==> src/i2cem_pkg.sv <==
// Shared types and constants for the I2C EEPROM master.
package i2cem_pkg;

    localparam int PAGE_BYTES = 16;
    localparam int BUF_IDX_W  = 4;
    localparam int COUNT_W    = 5;

    localparam logic [7:0] RESET_WRITE_ADDR = 8'hA0;
    localparam logic [7:0] RESET_READ_ADDR  = 8'hA1;

    typedef enum logic [4:0] {
        PH_IDLE      = 5'd0,
        PH_START_A   = 5'd1,
        PH_CTRLW     = 5'd2,
        PH_CTRLW_ACK = 5'd3,
        PH_ADDR      = 5'd4,
        PH_ADDR_ACK  = 5'd5,
        PH_DATA      = 5'd6,
        PH_DATA_ACK  = 5'd7,
        PH_START_B   = 5'd8,
        PH_CTRLR     = 5'd9,
        PH_CTRLR_ACK = 5'd10,
        PH_RECV      = 5'd11,
        PH_MACK      = 5'd12,
        PH_STOP      = 5'd13
    } phase_t;

    typedef enum logic [1:0] {
        MODE_TICK  = 2'd0,
        MODE_LOAD  = 2'd1,
        MODE_START = 2'd2,
        MODE_NONE  = 2'd3
    } mode_t;

    typedef enum logic [1:0] {
        OP_BYTE_WRITE = 2'd0,
        OP_PAGE_WRITE = 2'd1,
        OP_RAND_READ  = 2'd2,
        OP_SEQ_READ   = 2'd3
    } op_t;

    typedef enum logic {
        CFG_WRITE_ADDR = 1'b0,
        CFG_READ_ADDR  = 1'b1
    } cfg_idx_t;

endpackage

==> src/i2c_eeprom_master_top.sv <==
// I2C EEPROM master: half-bit tick phase machine with a registered result word.
//
//  channel | handshake              | payload
//  --------+------------------------+------------------------------------------
//  in      | in_valid / in_stall    | mode operation memory_address data_byte
//          |                        | buffer_index byte_count sda_sample
//  out     | out_valid / out_stall  | scl_level sda_level sda_drive read_valid
//          |                        | read_byte read_last busy_res done_res
//  cfg     | cfg_write              | cfg_index cfg_data
//
// One word in per clock while in_stall is low; its result word appears in the
// output register in the next cycle. Phase and shift registers step per word.
// Reset puts the machine idle, held line levels high, config at 0xA0 / 0xA1.
// in_stall is high only while a result word is held and out_stall is high.
module i2c_eeprom_master_top (
    input  logic                            clk,
    input  logic                            rst_n,
    input  logic                            cfg_write,
    input  logic                            cfg_index,
    input  logic [7:0]                      cfg_data,
    input  logic                            in_valid,
    output logic                            in_stall,
    input  logic [1:0]                      mode,
    input  logic [1:0]                      operation,
    input  logic [7:0]                      memory_address,
    input  logic [7:0]                      data_byte,
    input  logic [i2cem_pkg::BUF_IDX_W-1:0] buffer_index,
    input  logic [i2cem_pkg::COUNT_W-1:0]   byte_count,
    input  logic                            sda_sample,
    output logic                            out_valid,
    input  logic                            out_stall,
    output logic                            scl_level,
    output logic                            sda_level,
    output logic                            sda_drive,
    output logic                            read_valid,
    output logic [7:0]                      read_byte,
    output logic                            read_last,
    output logic                            busy_res,
    output logic                            done_res
);
    import i2cem_pkg::*;

    logic [7:0] write_addr_reg;
    logic [7:0] read_addr_reg;

    phase_t               phase_reg, phase_next;
    logic [1:0]           tick_reg, tick_next;
    logic [2:0]           bitcnt_reg, bitcnt_next;
    logic [COUNT_W-1:0]   bytes_done_reg, bytes_done_next;
    logic [7:0]           shift_reg, shift_next;
    op_t                  cur_op_reg, cur_op_next;
    logic [7:0]           lat_addr_reg, lat_addr_next;
    logic [COUNT_W-1:0]   lat_count_reg, lat_count_next;
    logic [7:0]           lat_data_reg, lat_data_next;
    logic                 held_scl_reg, held_scl_next;
    logic                 held_sda_reg, held_sda_next;
    logic                 held_drive_reg, held_drive_next;

    logic [7:0] page_buf [PAGE_BYTES];

    logic               in_acc;
    logic               tick_active;
    logic               last_byte;
    logic [COUNT_W-1:0] bytes_done_inc;
    logic               rvalid, rlast, done;
    logic [7:0]         rbyte;

    logic       out_valid_reg;
    logic       scl_out_reg, sda_out_reg, drive_out_reg;
    logic       rvalid_out_reg, rlast_out_reg, busy_out_reg, done_out_reg;
    logic [7:0] rbyte_out_reg;

    function automatic logic [7:0] data_for(input op_t op, input logic [COUNT_W-1:0] bd,
                                            input logic [7:0] lat);
        logic [7:0] res;
        res = lat;
        if (op == OP_PAGE_WRITE)
        begin
            if (int'(bd) < PAGE_BYTES)
                res = page_buf[bd[BUF_IDX_W-1:0]];
            else
                res = 8'h00;
        end
        return res;
    endfunction

    assign in_stall       = out_valid_reg && out_stall;
    assign in_acc         = in_valid && !in_stall;
    assign tick_active    = (mode_t'(mode) == MODE_TICK) && (phase_reg != PH_IDLE);
    assign bytes_done_inc = bytes_done_reg + COUNT_W'(1);
    assign last_byte      = ({1'b0, bytes_done_reg} + (COUNT_W+1)'(1))
                            >= {1'b0, lat_count_reg};

    // next state
    always_comb
    begin
        logic [COUNT_W-1:0] cnt;
        phase_next      = phase_reg;
        tick_next       = tick_reg;
        bitcnt_next     = bitcnt_reg;
        bytes_done_next = bytes_done_reg;
        shift_next      = shift_reg;
        cur_op_next     = cur_op_reg;
        lat_addr_next   = lat_addr_reg;
        lat_count_next  = lat_count_reg;
        lat_data_next   = lat_data_reg;
        cnt             = byte_count;
        if (cnt == '0)
            cnt = COUNT_W'(1);
        if (int'(cnt) > PAGE_BYTES)
            cnt = COUNT_W'(PAGE_BYTES);

        if (mode_t'(mode) == MODE_START && phase_reg == PH_IDLE)
        begin
            cur_op_next     = op_t'(operation);
            lat_addr_next   = memory_address;
            lat_data_next   = data_byte;
            lat_count_next  = (op_t'(operation) == OP_PAGE_WRITE ||
                               op_t'(operation) == OP_SEQ_READ) ? cnt : COUNT_W'(1);
            bytes_done_next = '0;
            phase_next      = PH_START_A;
            tick_next       = '0;
            bitcnt_next     = '0;
            shift_next      = '0;
        end
        else if (tick_active)
        begin
            unique case (phase_reg)
                PH_START_A, PH_START_B:
                begin
                    if (tick_reg >= 2'd2)
                    begin
                        tick_next   = '0;
                        bitcnt_next = '0;
                        if (phase_reg == PH_START_A)
                        begin
                            phase_next = PH_CTRLW;
                            shift_next = write_addr_reg;
                        end
                        else
                        begin
                            phase_next = PH_CTRLR;
                            shift_next = read_addr_reg;
                        end
                    end
                    else
                        tick_next = tick_reg + 2'd1;
                end
                PH_CTRLW, PH_ADDR, PH_DATA, PH_CTRLR:
                begin
                    if (tick_reg == 2'd0)
                        tick_next = 2'd1;
                    else
                    begin
                        shift_next = {shift_reg[6:0], 1'b0};
                        tick_next  = '0;
                        if (bitcnt_reg == 3'd7)
                        begin
                            bitcnt_next = '0;
                            unique case (phase_reg)
                                PH_CTRLW: phase_next = PH_CTRLW_ACK;
                                PH_ADDR:  phase_next = PH_ADDR_ACK;
                                PH_DATA:  phase_next = PH_DATA_ACK;
                                default:  phase_next = PH_CTRLR_ACK;
                            endcase
                        end
                        else
                            bitcnt_next = bitcnt_reg + 3'd1;
                    end
                end
                PH_CTRLW_ACK, PH_ADDR_ACK, PH_DATA_ACK, PH_CTRLR_ACK:
                begin
                    if (tick_reg == 2'd0)
                        tick_next = 2'd1;
                    else
                    begin
                        tick_next   = '0;
                        bitcnt_next = '0;
                        shift_next  = '0;
                        unique case (phase_reg)
                            PH_CTRLW_ACK:
                            begin
                                phase_next = PH_ADDR;
                                shift_next = lat_addr_reg;
                            end
                            PH_ADDR_ACK:
                            begin
                                if (cur_op_reg == OP_BYTE_WRITE || cur_op_reg == OP_PAGE_WRITE)
                                begin
                                    phase_next = PH_DATA;
                                    shift_next = data_for(cur_op_reg, bytes_done_reg,
                                                          lat_data_reg);
                                end
                                else
                                    phase_next = PH_START_B;
                            end
                            PH_DATA_ACK:
                            begin
                                bytes_done_next = bytes_done_inc;
                                if (cur_op_reg == OP_PAGE_WRITE &&
                                    bytes_done_inc < lat_count_reg)
                                begin
                                    phase_next = PH_DATA;
                                    shift_next = data_for(cur_op_reg, bytes_done_inc,
                                                          lat_data_reg);
                                end
                                else
                                    phase_next = PH_STOP;
                            end
                            default:
                                phase_next = PH_RECV;
                        endcase
                    end
                end
                PH_RECV:
                begin
                    if (tick_reg == 2'd0)
                    begin
                        shift_next = {shift_reg[6:0], sda_sample};
                        tick_next  = 2'd1;
                    end
                    else
                    begin
                        tick_next = '0;
                        if (bitcnt_reg == 3'd7)
                        begin
                            bitcnt_next = '0;
                            phase_next  = PH_MACK;
                        end
                        else
                            bitcnt_next = bitcnt_reg + 3'd1;
                    end
                end
                PH_MACK:
                begin
                    if (tick_reg == 2'd0)
                        tick_next = 2'd1;
                    else
                    begin
                        bytes_done_next = bytes_done_inc;
                        tick_next       = '0;
                        bitcnt_next     = '0;
                        shift_next      = '0;
                        phase_next      = (bytes_done_inc < lat_count_reg) ? PH_RECV : PH_STOP;
                    end
                end
                PH_STOP:
                begin
                    if (tick_reg >= 2'd2)
                    begin
                        phase_next  = PH_IDLE;
                        tick_next   = '0;
                        bitcnt_next = '0;
                        shift_next  = '0;
                    end
                    else
                        tick_next = tick_reg + 2'd1;
                end
                default:
                begin
                    phase_next  = PH_IDLE;
                    tick_next   = '0;
                    bitcnt_next = '0;
                    shift_next  = '0;
                end
            endcase
        end
    end

    // line levels and result flags
    always_comb
    begin
        held_scl_next   = held_scl_reg;
        held_sda_next   = held_sda_reg;
        held_drive_next = held_drive_reg;
        rvalid          = 1'b0;
        rlast           = 1'b0;
        rbyte           = 8'h00;
        done            = 1'b0;
        if (tick_active)
        begin
            unique case (phase_reg)
                PH_START_A, PH_START_B:
                begin
                    held_drive_next = 1'b1;
                    held_scl_next   = (tick_reg < 2'd2);
                    held_sda_next   = (tick_reg == 2'd0);
                end
                PH_CTRLW, PH_ADDR, PH_DATA, PH_CTRLR:
                begin
                    held_drive_next = 1'b1;
                    held_sda_next   = shift_reg[7];
                    held_scl_next   = (tick_reg == 2'd0);
                end
                PH_CTRLW_ACK, PH_ADDR_ACK, PH_DATA_ACK, PH_CTRLR_ACK:
                begin
                    held_drive_next = 1'b0;
                    held_sda_next   = 1'b1;
                    held_scl_next   = (tick_reg == 2'd0);
                end
                PH_RECV:
                begin
                    held_drive_next = 1'b0;
                    held_sda_next   = 1'b1;
                    held_scl_next   = (tick_reg == 2'd0);
                    if (tick_reg == 2'd0 && bitcnt_reg == 3'd7)
                    begin
                        rvalid = 1'b1;
                        rbyte  = {shift_reg[6:0], sda_sample};
                        rlast  = last_byte;
                    end
                end
                PH_MACK:
                begin
                    held_drive_next = 1'b1;
                    held_sda_next   = last_byte;
                    held_scl_next   = (tick_reg == 2'd0);
                end
                PH_STOP:
                begin
                    held_drive_next = 1'b1;
                    held_scl_next   = (tick_reg != 2'd0);
                    held_sda_next   = (tick_reg >= 2'd2);
                    done            = (tick_reg >= 2'd2);
                end
                default:
                begin
                    held_scl_next   = 1'b1;
                    held_sda_next   = 1'b1;
                    held_drive_next = 1'b1;
                end
            endcase
        end
    end

    always_ff @(posedge clk or negedge rst_n)
    begin
        if (!rst_n)
        begin
            write_addr_reg <= RESET_WRITE_ADDR;
            read_addr_reg  <= RESET_READ_ADDR;
        end
        else if (cfg_write)
        begin
            unique case (cfg_idx_t'(cfg_index))
                CFG_WRITE_ADDR: write_addr_reg <= cfg_data;
                CFG_READ_ADDR:  read_addr_reg  <= cfg_data;
                default:        write_addr_reg <= write_addr_reg;
            endcase
        end
    end

    always_ff @(posedge clk or negedge rst_n)
    begin
        if (!rst_n)
        begin
            phase_reg      <= PH_IDLE;
            tick_reg       <= '0;
            bitcnt_reg     <= '0;
            bytes_done_reg <= '0;
            shift_reg      <= '0;
            cur_op_reg     <= OP_BYTE_WRITE;
            lat_addr_reg   <= '0;
            lat_count_reg  <= COUNT_W'(1);
            lat_data_reg   <= '0;
            held_scl_reg   <= 1'b1;
            held_sda_reg   <= 1'b1;
            held_drive_reg <= 1'b1;
        end
        else if (in_acc)
        begin
            phase_reg      <= phase_next;
            tick_reg       <= tick_next;
            bitcnt_reg     <= bitcnt_next;
            bytes_done_reg <= bytes_done_next;
            shift_reg      <= shift_next;
            cur_op_reg     <= cur_op_next;
            lat_addr_reg   <= lat_addr_next;
            lat_count_reg  <= lat_count_next;
            lat_data_reg   <= lat_data_next;
            held_scl_reg   <= held_scl_next;
            held_sda_reg   <= held_sda_next;
            held_drive_reg <= held_drive_next;
        end
    end

    always_ff @(posedge clk)
    begin
        if (in_acc && mode_t'(mode) == MODE_LOAD && phase_reg == PH_IDLE &&
            int'(buffer_index) < PAGE_BYTES)
            page_buf[buffer_index] <= data_byte;
    end

    always_ff @(posedge clk or negedge rst_n)
    begin
        if (!rst_n)
            out_valid_reg <= 1'b0;
        else if (in_acc)
            out_valid_reg <= 1'b1;
        else if (!out_stall)
            out_valid_reg <= 1'b0;
    end

    always_ff @(posedge clk)
    begin
        if (in_acc)
        begin
            scl_out_reg    <= held_scl_next;
            sda_out_reg    <= held_sda_next;
            drive_out_reg  <= held_drive_next;
            rvalid_out_reg <= rvalid;
            rbyte_out_reg  <= rbyte;
            rlast_out_reg  <= rlast;
            busy_out_reg   <= (phase_next != PH_IDLE);
            done_out_reg   <= done;
        end
    end

    assign out_valid  = out_valid_reg;
    assign scl_level  = scl_out_reg;
    assign sda_level  = sda_out_reg;
    assign sda_drive  = drive_out_reg;
    assign read_valid = rvalid_out_reg;
    assign read_byte  = rbyte_out_reg;
    assign read_last  = rlast_out_reg;
    assign busy_res   = busy_out_reg;
    assign done_res   = done_out_reg;

endmodule
==> config.mk <==
export PLATFORM = sky130hd
export DESIGN_NAME = i2c_eeprom_master_top
export DESIGN_NICKNAME = d
export VERILOG_FILES = /design/src/i2cem_pkg.sv /design/src/i2c_eeprom_master_top.sv
export SDC_FILE = /design/constraint.sdc
export NUM_CORES = 1
export LEC_CHECK = 0
export BUFFER_PORTS_ARGS = -buffer_cell sky130_fd_sc_hd__buf_4
export CORE_ASPECT_RATIO = 1.75
export CORE_UTILIZATION = 60
export CTS_CLUSTER_DIAMETER = 60
export DETAILED_ROUTE_END_ITERATION = 16
export PLACE_DENSITY_LB_ADDON = 0.12
export SLEW_MARGIN = 20
export SYNTH_ARGS = -nofsm -noshare
export SYNTH_HDL_FRONTEND = slang
export SYNTH_SLANG_ARGS = --single-unit
==> constraint.sdc <==
create_clock -name clk -period 3.32 [get_ports clk]
set_input_delay 0.166 -clock clk [delete_from_list [all_inputs] [get_ports clk]]
set_output_delay 0.166 -clock clk [all_outputs]
set_load 0.005 [all_outputs]
==> impl_metrics.csv <==
group,metric,value,unit
sta,fin_ws,0.321,ns
pwr,switching_power,2.47,mW
logic_synthesis,yosys.area.top_type,"edfxtp_1",
floorplanning,die_w,102,um
layout,stdcell_area,12300,sq um
floorplanning,ios,61,
floorplanning,start_util,61.7,%
clocking,cts_buffers,21,
critical_path,critPathSlowestCell,"dfrtp_1",
logic_synthesis,synthTopCellsByArea,"edfxtp_1 41%, mux4_2 15%, dfrtp_1 14%, mux2_2 4.2%, dfstp_2 2.2%",
logic_synthesis,ys.warnings.count,0,
clocking,post_cts_resized,0,
clocking,clk_latency,0.51,ns
logic_synthesis,syn-num-nets,775,
route,post_drt_via_cell_ratio,6.58,
sta,maxSlewViolCount,0,
logic_synthesis,netlist_instances,723,
floorplanning,row_count,63,
route,drt_wl_total,27100,um
route,ant_nets,0,
placement,hpwl,19400,um
clocking,clockBufferDepth,3,
clocking,cts_tree,"done",
placement,postPlaceCellArea,11300,sq um
clocking,cts-root-buf,"clkbuf_16",
sta,relSlewSlack,36.1,%
clocking,cts-htree-levels,1,
layout,nFillCells,1138,
floorplanning,design.core.area,17100,sq um
critical_path,cp_max_fo,21,
global_routing,grt_antenna_before_repair,0,
critical_path,critPathArrivalTime,3.20,ns
global_routing,grt_pass1_wl,41300,um
floorplanning,die_h,177,um
critical_path,cp-start-kind,"flip-flop",
logic_synthesis,synth_top_area_share,40.7,%
sta,hold_viol,0,
sta,finClkSkew,0.0110,ns
layout,areaGrowthSynthToFinish,16.7,%
sta,setup_violations,0,
pwr,peakVddDrop,0.608,mV
logic_synthesis,ys_ff_latch,209,
logic_synthesis,syn_avg_cell_area,14.6,sq um
layout,nNetsFinal,884,
worst_hold_path,hold_class,"in2reg",
global_routing,grt_max_degree,67,
critical_path,worstPathRequired,3.52,ns
critical_path,cp_num_buf_inv,2,
sta,post-route-period-util,90.3,%
sta,finalSetupTns,0,ns
critical_path,critical_path_class,"reg2reg",
placement,io_buffers,60,
pwr,power_frac_comb,26.8,%
clocking,cts_num_sinks,209,
critical_path,crit_chain,"nor3_1 > nand2_1 > nor4b_1 > buf_4 > nor2b_1 > nand2b_1 > nor3_1 > buf_4",
layout,drive_above_1_share,31.3,%
placement,place_ws,0.444,ns
global_routing,grt_overflow_total,0,
route,drt_iter0_drc,498,
job,max_cap_viol_count,0,
pwr,leakage,4.48,nW
route,vias,7068,
route,routedWlPerCell,25.2,um
placement,gp_congestion,0.920,
sta,rsz0062_at_grt,"no",
clocking,clk_pin_slew,0.06,ns
pwr,intPower,5.28,mW
route,drc,0,
pwr,power_density,630,nW/um^2
pwr,clkPwrFrac,30.1,%
sta,final.min_clock_period,3.00,ns
pwr,seq_power_share,43.1,%
critical_path,critPathMaxStageDelay,0.62,ns
pwr,p_sw_share,31.9,%
layout,largest_reg_flops,128,
global_routing,track_usage,31.4,%
status,status,"complete, no violations",
layout,largest_register,"page_buf",
layout,regArea,5960,sq um
layout,n_antenna_cell,0,
critical_path,crit_family,"simple AND/OR/NAND/NOR gates",
logic_synthesis,yosysSeqAreaShare,56.5,%
logic_synthesis,ys.flop_type,"edfxtp_1",
logic_synthesis,synth_edf_count,143,
logic_synthesis,async_reset_ff_share,31.6,%
logic_synthesis,syn_area,10500,sq um
sta,tightestPinTransition,0.958,ns
global_routing,grt_pass1_vias,7422,
route,drt_first_pass_iters,5,
sta,timing.fmax,0.333,GHz
logic_synthesis,ys_types,79,
layout,multi_input_area,4280,sq um
critical_path,end_kind,"flip-flop",
floorplanning,die-area,18100,sq um
[synth_stat cells (6+ instances only)]
cell type and instances:
buf_2 19, ha_1 8, a22oi_1 8, inv_1 18, mux2_2 39, dfrtp_1 57
o21ai_0 27, mux4_2 68, and2_1 16, a211oi_1 6, dfstp_2 9, nand2_1 47
nand2b_1 8, nand3_1 17, a21oi_1 16, edfxtp_1 143, o22ai_1 12, nor2b_1 11
mux2i_1 16, nor2_1 40, a21o_1 6, nor3_1 10, a22o_1 10, clkbuf_1 12
[path summary, 6_finish.rpt]
kind | endpoint | start | cells past startpoint | slack (ns)
max | page_buf[0][0] | phase_reg[2] | 8 | 0.32
min | page_buf[14][4] | data_byte[4] | 1 | 0.02
max reg2reg | page_buf[0][0] | phase_reg[2] | 8 | 0.32
min reg2reg | lat_count_reg[1] | lat_count_reg[1] | 2 | 0.49
max in group asynchronous | bytes_done_reg[0] | rst_n | 2 | 2.40
min in group asynchronous | cur_op_reg[0] | rst_n | 2 | 0.31
[kinds of logic (layout without fill, tap and decap cells)]
kind of cell             count (synthesis)  after routing  synth area share, %
AND/OR/NAND/NOR                        187            187                 9.44
XOR/XNOR                                 3              3                0.320
AO/OA/AOI/OAI                          127            127                 8.64
multiplexers                           127            127                 21.2
buffers and inverters                   62            186                 2.98
adder cells (fa/ha/maj)                  8              8                0.949
flip-flops                             209            209                 56.5
[routing by layer]
layer / vias up / wire length (um) / track usage, %
met2: 302 / 15600 / 59.8
met1: 3589 / 9160 / 33.5
met5: - / 0 / 0
met4: 0 / 1230 / 14.9
li1: 3097 / - / -
met3: 80 / 1170 / 3.47
[layout make-up]
cell class	instances	share of cell area, %
Inverter	20	0.610
Clock inverter	13	1.05
Multi-Input combinational cell	452	34.7
Tap cell	227	2.31
Clock buffer	25	4.39
Sequential cell	209	48.4
Timing Repair Buffer	128	8.48
[cell usage in the layout, fill, tap and decap left out, drive strengths merged, types with 25 or more instances in the layout]
| cell type | instances |
|---|---|
| edfxtp | 143 |
| mux2 | 39 |
| mux4 | 72 |
| dlygate4sd3 | 33 |
| nand2 | 48 |
| clkbuf | 25 |
| buf | 95 |
| dfrtp | 57 |
| o21ai | 29 |
| nor2 | 43 |
[per-stage QoR]
| stage | hold slack [ns] | total power [mW] | util, % | cells |
|---|---|---|---|---|
| 2_1_floorplan | -0.130 | 4.73 | - | 723 |
| 3_3_place_gp | 0.305 | 5.37 | 66.1 | 1003 |
| 3_5_place_dp | 0.314 | 5.40 | 66.1 | 1003 |
| 4_1_cts | 0.000529 | 7.77 | 72.0 | 1074 |
| 5_1_grt | 0.0140 | 8.05 | 72.0 | 1074 |
| 6_report | 0.0179 | 7.75 | 72.0 | 1074 |
[what timing repair did]
action	4_1_cts	5_1_grt
endpoints found under the hold margin	201	0
hold buffers	33	0
setup buffers	0	0
[power groups by stage]
| stage | registers [mW] | clock network, mW | logic (mW) |
|---|---|---|---|
| floorplan | 3.24 | 0 | 1.50 |
| global placement | 3.36 | 0 | 2.00 |
| detailed placement | 3.38 | 0 | 2.02 |
| CTS | 3.33 | 2.37 | 2.07 |
| global route | 3.36 | 2.45 | 2.24 |
| finish | 3.34 | 2.34 | 2.08 |
Power figures use the tool's default switching activity.
